### config.mk
export PLATFORM = sky130hd
export DESIGN_NAME = five_bit_to_byte_packer
export DESIGN_NICKNAME = d
export VERILOG_FILES = /design/src/sv/fbp_pkg.sv /design/src/sv/fbp_front.sv /design/src/sv/fbp_queue.sv /design/src/sv/fbp_back.sv /design/src/sv/five_bit_to_byte_packer.sv
export VERILOG_INCLUDE_DIRS = /design/src /design/src/sv
export SDC_FILE = /design/constraint.sdc
export NUM_CORES = 1
export LEC_CHECK = 0
export BUFFER_PORTS_ARGS = -buffer_cell sky130_fd_sc_hd__buf_4
export CORE_UTILIZATION = 65
export DETAILED_ROUTE_END_ITERATION = 16
export PLACE_DENSITY = 0.84
export SYNTH_ARGS = -nofsm -noshare
export SYNTH_HDL_FRONTEND = slang
export SYNTH_HIERARCHICAL = 1
export SYNTH_SLANG_ARGS = --single-unit
### constraint.sdc
create_clock -name clk -period 7.2 [get_ports clk]
set_clock_uncertainty 0.1 [all_clocks]
set_input_delay 1.44 -clock clk [delete_from_list [all_inputs] [get_ports clk]]
set_output_delay 1.44 -clock clk [all_outputs]
set_load 0.02 [all_outputs]
### src/sv/five_bit_to_byte_packer_defines.svh
// Assertion macros for the five-bit to byte packer.
`ifndef FIVE_BIT_TO_BYTE_PACKER_DEFINES_SVH
`define FIVE_BIT_TO_BYTE_PACKER_DEFINES_SVH

// Same-cycle implication, checked outside reset.
`define FBP_ASSERT_IMPL(lbl, ante, cons, msg) \
  lbl: assert property (@(posedge clk) disable iff (!rst_n) (ante) |-> (cons)) \
    else $error(msg);

// Next-cycle implication, checked outside reset.
`define FBP_ASSERT_NEXT(lbl, ante, cons, msg) \
  lbl: assert property (@(posedge clk) disable iff (!rst_n) (ante) |=> (cons)) \
    else $error(msg);

`endif

### src/sv/fbp_pkg.sv
// Shared types and constants of the five-bit to byte packer.
`default_nettype none

package fbp_pkg;

  localparam int VALUE_BITS = 5;
  localparam int BYTE_BITS  = 8;
  localparam int CNT_W      = 3;
  localparam int BITS_W     = BYTE_BITS + VALUE_BITS;
  localparam int TOT_W      = 4;
  localparam int Q_DEPTH    = 4;
  localparam int Q_AW       = $clog2(Q_DEPTH);
  localparam int Q_CW       = $clog2(Q_DEPTH + 1);

  typedef struct packed {
    logic [VALUE_BITS-1:0] pixel_value;
    logic                  last_value;
  } fbp_in_t;

  typedef struct packed {
    logic [BYTE_BITS-1:0] packed_byte;
    logic                 last_byte;
  } fbp_out_t;

  typedef enum logic {
    OP_PIXEL = 1'b0,
    OP_FLUSH = 1'b1
  } fbp_op_t;

  typedef struct packed {
    fbp_op_t               op;
    logic [VALUE_BITS-1:0] pix;
  } fbp_cmd_t;

  typedef struct packed {
    logic full;
    logic vld;
  } fbp_qstat_t;

  typedef struct packed {
    logic sec_vld;
    logic out_vld;
  } fbp_bstat_t;

endpackage

`default_nettype wire

### src/sv/fbp_front.sv
// Front stage: accept input items and classify them into pack commands.
`default_nettype none

module fbp_front import fbp_pkg::*; (
  input  wire logic       clk,
  input  wire logic       rst_n,
  input  wire logic       in_valid,
  output logic            in_stall,
  input  wire fbp_in_t    in_data,
  output logic            push,
  output fbp_cmd_t        push_cmd,
  input  wire fbp_qstat_t qstat
);

  logic     vld_r, vld_nxt;
  fbp_cmd_t cmd_r, cmd_nxt;
  logic     accept;

  assign in_stall = vld_r && qstat.full;
  assign accept   = in_valid && !in_stall;
  assign push     = vld_r && !qstat.full;
  assign push_cmd = cmd_r;

  always_comb begin
    vld_nxt = vld_r;
    cmd_nxt = cmd_r;
    if (accept) begin
      vld_nxt     = 1'b1;
      cmd_nxt.pix = in_data.pixel_value;
      cmd_nxt.op  = in_data.last_value ? OP_FLUSH : OP_PIXEL;
    end else if (push) begin
      vld_nxt = 1'b0;
    end
  end

  always_ff @(posedge clk) begin
    if (!rst_n) begin
      vld_r <= 1'b0;
    end else begin
      vld_r <= vld_nxt;
    end
  end

  always_ff @(posedge clk) begin
    cmd_r <= cmd_nxt;
  end

endmodule

`default_nettype wire

### src/sv/fbp_queue.sv
// Short command queue between the front and back stages.
`default_nettype none

module fbp_queue import fbp_pkg::*; (
  input  wire logic     clk,
  input  wire logic     rst_n,
  input  wire logic     push,
  input  wire fbp_cmd_t push_cmd,
  input  wire logic     pop,
  output fbp_cmd_t      pop_cmd,
  output fbp_qstat_t    qstat
);

  fbp_cmd_t          mem [Q_DEPTH];
  logic [Q_AW-1:0]   wr_r, wr_nxt;
  logic [Q_AW-1:0]   rd_r, rd_nxt;
  logic [Q_CW-1:0]   cnt_r, cnt_nxt;

  assign qstat.full = (cnt_r == Q_CW'(Q_DEPTH));
  assign qstat.vld  = (cnt_r != '0);
  assign pop_cmd    = mem[rd_r];

  always_comb begin
    wr_nxt  = push ? wr_r + 1'b1 : wr_r;
    rd_nxt  = pop  ? rd_r + 1'b1 : rd_r;
    cnt_nxt = cnt_r + Q_CW'(push) - Q_CW'(pop);
  end

  always_ff @(posedge clk) begin
    if (!rst_n) begin
      wr_r  <= '0;
      rd_r  <= '0;
      cnt_r <= '0;
    end else begin
      wr_r  <= wr_nxt;
      rd_r  <= rd_nxt;
      cnt_r <= cnt_nxt;
    end
  end

  always_ff @(posedge clk) begin
    if (push) begin
      mem[wr_r] <= push_cmd;
    end
  end

endmodule

`default_nettype wire

### src/sv/fbp_back.sv
// Back stage: bit accumulator, byte assembly and output register.
`default_nettype none

module fbp_back import fbp_pkg::*; (
  input  wire logic       clk,
  input  wire logic       rst_n,
  input  wire logic       q_vld,
  input  wire fbp_cmd_t   q_cmd,
  output logic            pop,
  output logic            out_valid,
  input  wire logic       out_stall,
  output fbp_out_t        out_data,
  output fbp_bstat_t      bstat
);

  logic [BYTE_BITS-1:0] acc_r, acc_nxt;
  logic [CNT_W-1:0]     cnt_r, cnt_nxt;
  logic                 out_vld_r, out_vld_nxt;
  fbp_out_t             out_r, out_nxt;
  logic                 sec_vld_r, sec_vld_nxt;
  fbp_out_t             sec_r, sec_nxt;

  logic [BITS_W-1:0]    bits, rem_bits, first_w, flush_w;
  logic [TOT_W-1:0]     total, rem_w, pad;
  logic [CNT_W-1:0]     rem;
  logic                 full;
  logic                 emit0, emit1;
  fbp_out_t             res0, res1;
  logic [BYTE_BITS-1:0] st_acc;
  logic [CNT_W-1:0]     st_cnt;
  logic                 out_free;

  // Byte assembly for the command at the queue head.
  always_comb begin
    bits     = {acc_r, q_cmd.pix};
    total    = TOT_W'(cnt_r) + TOT_W'(VALUE_BITS);
    full     = (total >= TOT_W'(BYTE_BITS));
    rem_w    = full ? total - TOT_W'(BYTE_BITS) : total;
    rem      = rem_w[CNT_W-1:0];
    first_w  = bits >> rem;
    rem_bits = bits & ~({BITS_W{1'b1}} << rem);
    pad      = TOT_W'(BYTE_BITS) - TOT_W'(rem);
    flush_w  = rem_bits << pad;

    emit0  = 1'b0;
    emit1  = 1'b0;
    res0   = '{packed_byte: first_w[BYTE_BITS-1:0], last_byte: 1'b0};
    res1   = '{packed_byte: flush_w[BYTE_BITS-1:0], last_byte: 1'b1};
    st_acc = rem_bits[BYTE_BITS-1:0];
    st_cnt = rem;

    unique case (q_cmd.op)
      OP_PIXEL: begin
        emit0 = full;
      end
      OP_FLUSH: begin
        st_acc = '0;
        st_cnt = '0;
        if (full && (rem != '0)) begin
          emit0 = 1'b1;
          emit1 = 1'b1;
        end else if (full) begin
          emit0          = 1'b1;
          res0.last_byte = 1'b1;
        end else if (rem != '0) begin
          emit0 = 1'b1;
          res0  = res1;
        end
      end
      default: begin
        emit0 = 1'b0;
      end
    endcase
  end

  // Output register and spare slot for the second byte of a flush.
  always_comb begin
    acc_nxt     = acc_r;
    cnt_nxt     = cnt_r;
    out_vld_nxt = out_vld_r;
    out_nxt     = out_r;
    sec_vld_nxt = sec_vld_r;
    sec_nxt     = sec_r;
    pop         = 1'b0;
    out_free    = !out_vld_r || !out_stall;
    if (sec_vld_r) begin
      if (out_free) begin
        out_nxt     = sec_r;
        out_vld_nxt = 1'b1;
        sec_vld_nxt = 1'b0;
      end
    end else if (out_free) begin
      out_vld_nxt = 1'b0;
      if (q_vld) begin
        pop     = 1'b1;
        acc_nxt = st_acc;
        cnt_nxt = st_cnt;
        if (emit0) begin
          out_nxt     = res0;
          out_vld_nxt = 1'b1;
        end
        if (emit1) begin
          sec_nxt     = res1;
          sec_vld_nxt = 1'b1;
        end
      end
    end
  end

  always_ff @(posedge clk) begin
    if (!rst_n) begin
      acc_r     <= '0;
      cnt_r     <= '0;
      out_vld_r <= 1'b0;
      sec_vld_r <= 1'b0;
    end else begin
      acc_r     <= acc_nxt;
      cnt_r     <= cnt_nxt;
      out_vld_r <= out_vld_nxt;
      sec_vld_r <= sec_vld_nxt;
    end
  end

  always_ff @(posedge clk) begin
    out_r <= out_nxt;
    sec_r <= sec_nxt;
  end

  assign out_valid     = out_vld_r;
  assign out_data      = out_r;
  assign bstat.sec_vld = sec_vld_r;
  assign bstat.out_vld = out_vld_r;

endmodule

`default_nettype wire

### src/sv/five_bit_to_byte_packer.sv
// Top level: packs five-bit pixel values MSB first into a byte stream.
// An item's first byte passes the front register, queue and output register.
// Throughput: one item per cycle while the queue is not full; a flush that yields two
// bytes holds the back stage for the second byte, which the four-entry queue absorbs.
// Rate is set by the single output register draining one byte per cycle when not stalled.
// Reset (rst_n low, synchronous) empties the queue and clears accumulator and count.
`default_nettype none

`include "five_bit_to_byte_packer_defines.svh"

module five_bit_to_byte_packer import fbp_pkg::*; (
  input  wire logic    clk,
  input  wire logic    rst_n,
  input  wire logic    in_valid,
  output logic         in_stall,
  input  wire fbp_in_t in_data,
  output logic         out_valid,
  input  wire logic    out_stall,
  output fbp_out_t     out_data
);

  // Front to queue: one classified command per push.
  logic       q_push;
  fbp_cmd_t   q_push_cmd;
  // Queue to back: head command, popped when the back stage takes it.
  logic       q_pop;
  fbp_cmd_t   q_pop_cmd;
  fbp_qstat_t qstat;
  fbp_bstat_t bstat;

  // Register the item and tag it as a plain pixel or a flushing pixel.
  fbp_front u_front (
    .clk      (clk),
    .rst_n    (rst_n),
    .in_valid (in_valid),
    .in_stall (in_stall),
    .in_data  (in_data),
    .push     (q_push),
    .push_cmd (q_push_cmd),
    .qstat    (qstat)
  );

  // Decouple the two sides so an output stall does not block input right away.
  fbp_queue u_queue (
    .clk      (clk),
    .rst_n    (rst_n),
    .push     (q_push),
    .push_cmd (q_push_cmd),
    .pop      (q_pop),
    .pop_cmd  (q_pop_cmd),
    .qstat    (qstat)
  );

  // Accumulate bits, emit full bytes and pad the final byte on a flush.
  fbp_back u_back (
    .clk       (clk),
    .rst_n     (rst_n),
    .q_vld     (qstat.vld),
    .q_cmd     (q_pop_cmd),
    .pop       (q_pop),
    .out_valid (out_valid),
    .out_stall (out_stall),
    .out_data  (out_data),
    .bstat     (bstat)
  );

  // Never write into a full queue.
  `FBP_ASSERT_IMPL(a_push_not_full, q_push, !qstat.full, "push into full queue")
  // Pop only a queue that holds a command.
  `FBP_ASSERT_IMPL(a_pop_needs_data, q_pop, qstat.vld, "pop from empty queue")
  // A waiting second byte always sits behind a valid output byte.
  `FBP_ASSERT_IMPL(a_sec_behind_out, bstat.sec_vld, bstat.out_vld, "spare byte without output")
  // While a second byte waits, the back stage takes no command.
  `FBP_ASSERT_IMPL(a_no_pop_on_sec, bstat.sec_vld, !q_pop, "pop while spare byte pending")

endmodule

`default_nettype wire

==> results.cfg <==
[run_status]
status = finished, final reports clean

[timing]
relSlewSlack = 0.394
fmax_ghz = 0.251
worst_slew_pin_slew_ns = 0.909
hold_ws_ns = 0.404
setup-violations-final = 0
tns_ns = 0
rsz0062_at_grt = no
final_max_slew_viol_count = 0
post-route-period-util = 0.553
finalHoldViolCount = 0
min_period_ns = 3.98

[routing]
drc = 0
drtPass1Iterations = 4
routed-via-count = 2489
via_per_inst = 6.16
routed_wl_um = 7100
drt_iter0_drc = 277
wl_per_cell_um = 17.6
antenna_left = 0

[setup_path]
reg2reg_depth = 11
cp_data_required_time_ns = 7.06
cp-start-kind = flop
cp-end-kind = flop
critical_path_class = flop to flop
arrival_ns = 3.84
cp_max_fo = 35
rr_startpoint = u_back/cnt_r[0]$_SDFFE_PN0P_
startpoint = u_back/cnt_r[0]$_SDFFE_PN0P_

[synthesis]
syn_area_um2 = 3760
syn_nets = 336
syn_inst = 313
yosysWarnings = 6
syn_avg_cell_area_um2 = 12.0

[global_route]
grt_usage = 0.259
grt_pass1_wl_um = 11700
antenna_found_initial = 0
grt_pass1_vias = 2452
grt_max_degree = 38
grt.overflow.total = 0

[floorplan]
chipHeight_um = 78.0
ios = 21
rows = 27
core_area_um2 = 5540
die_w_um = 78.0
die-area_um2 = 6090
start_util = 0.678

[final_layout]
drive_gt1_frac = 0.199
diodes = 0
layout.nets = 350
syn_to_final_growth_pct = 7.96

[clock_network]
cts_root_buf = clkbuf_8
path_clk_slew_ns = 0.07
post_cts_resized = 0
cts_tree = done
clock_path_buffers = 2
cts_setup_buffers = 0
cts_max_level = 3
worstSkewPairLatency_ns = 0.34
numCtsBuffers = 9
cts_hold_buf = 0
cts_sinks = 69

[power]
leakagePower_nw = 1.49
ir_drop_uv = 296
power.density_nw_per_um2 = 445

[placed_design]
gp_congestion = 0.889
hpwl_um = 4950
io_buffers = 20

[run]
maxCapViolCount = 0

[min_path]
worstHoldStart = u_front/push_cmd[5]$_DFFE_PP_
hold_depth = 0
hold_path.class = flop to flop
path summary, 6_finish.rpt:
kind / to / slack (ns)
worst min register to register: u_queue/mem[2][5]$_DFFE_PP_ / 0.40
worst max-delay path: u_back/out_data[4]$_DFFE_PP_ / 3.22
worst max register to register: u_back/out_data[4]$_DFFE_PP_ / 3.22
worst min-delay path: u_queue/mem[2][5]$_DFFE_PP_ / 0.40
stage by stage:
step | instance area (µm²) | cells | setup WS, ns | power, mW | util
6_report | 4060 | 404 | 3.22 | 1.81 | 0.732
5_1_grt | 4060 | 404 | 2.90 | 1.93 | 0.732
4_1_cts | 4060 | 404 | 3.26 | 1.80 | 0.732
3_5_place_dp | 3870 | 388 | 3.27 | 1.50 | 0.698
3_3_place_gp | 3870 | 388 | 3.41 | 1.48 | 0.698
2_1_floorplan | 3760 | 313 | 4.03 | 1.34 | -
layout by cell type (no fill, tap or decap), drive strengths merged, types with 3 or more instances in the layout:
cell type  count
a211oi         4
a21boi         3
a21oi         20
and2          10
and3           4
buf           23
clkbuf         9
clkinv         3
dfxtp         22
edfxtp        47
ha            12
inv           17
mux2           4
mux2i          8
mux4          13
nand2         25
nand3          3
nor2          15
nor2b         17
nor3           5
o21a           3
o21ai         10
o22ai          3
o31ai          4
xnor2          3
layer usage:
metal | track usage | wire length [µm] | up-vias
met2 | 0.424 | 3620 | 77
met4 | 0.157 | 242 | 0
met1 | 0.310 | 2870 | 1191
li1 | - | - | 1200
met3 | 0.0616 | 357 | 21
met5 | 0 | 0 | -
power by group:
group | switching, mW | internal (mW) | total [mW]
Combinational | 0.524 | 0.383 | 0.907
Clock | 0.141 | 0.157 | 0.299
Sequential | 0.0558 | 0.545 | 0.601
Total | 0.721 | 1.09 | 1.81
critical path, stage by stage (launching register included):
cell and delay [ns]:
dfxtp_1 0.31, buf_4 0.34, ha_1 0.55, inv_2 0.09, ha_1 0.51, buf_4 0.32
nand2_1 0.17, inv_1 0.06, ha_1 0.19, mux2i_1 0.12, a21oi_1 0.09, a21oi_1 0.74
flip-flops by register name, summed over array words and instances (netlist names), named ones only:
register	flops
u_queue/mem	24
u_back/acc_r	7
u_back/sec_vld_r	1
u_front/push_cmd	6
u_queue/rd_r	2
u_back/out_data	9
u_back/cnt_r	3
u_front/vld_r	1
u_queue/cnt_r	3
u_back/out_valid	1
u_queue/wr_r	2
u_back/sec_r	8
final cells by class:
class / count / area, µm²
Clock inverter: 7 / 65.1
Tap cell: 72 / 90.1
Multi-Input combinational cell: 208 / 1690
Inverter: 16 / 60.1
Timing Repair Buffer: 23 / 173
Fill cell: 374 / 1480
Sequential cell: 69 / 1850
Clock buffer: 9 / 124
Power figures use the tool's default switching activity.
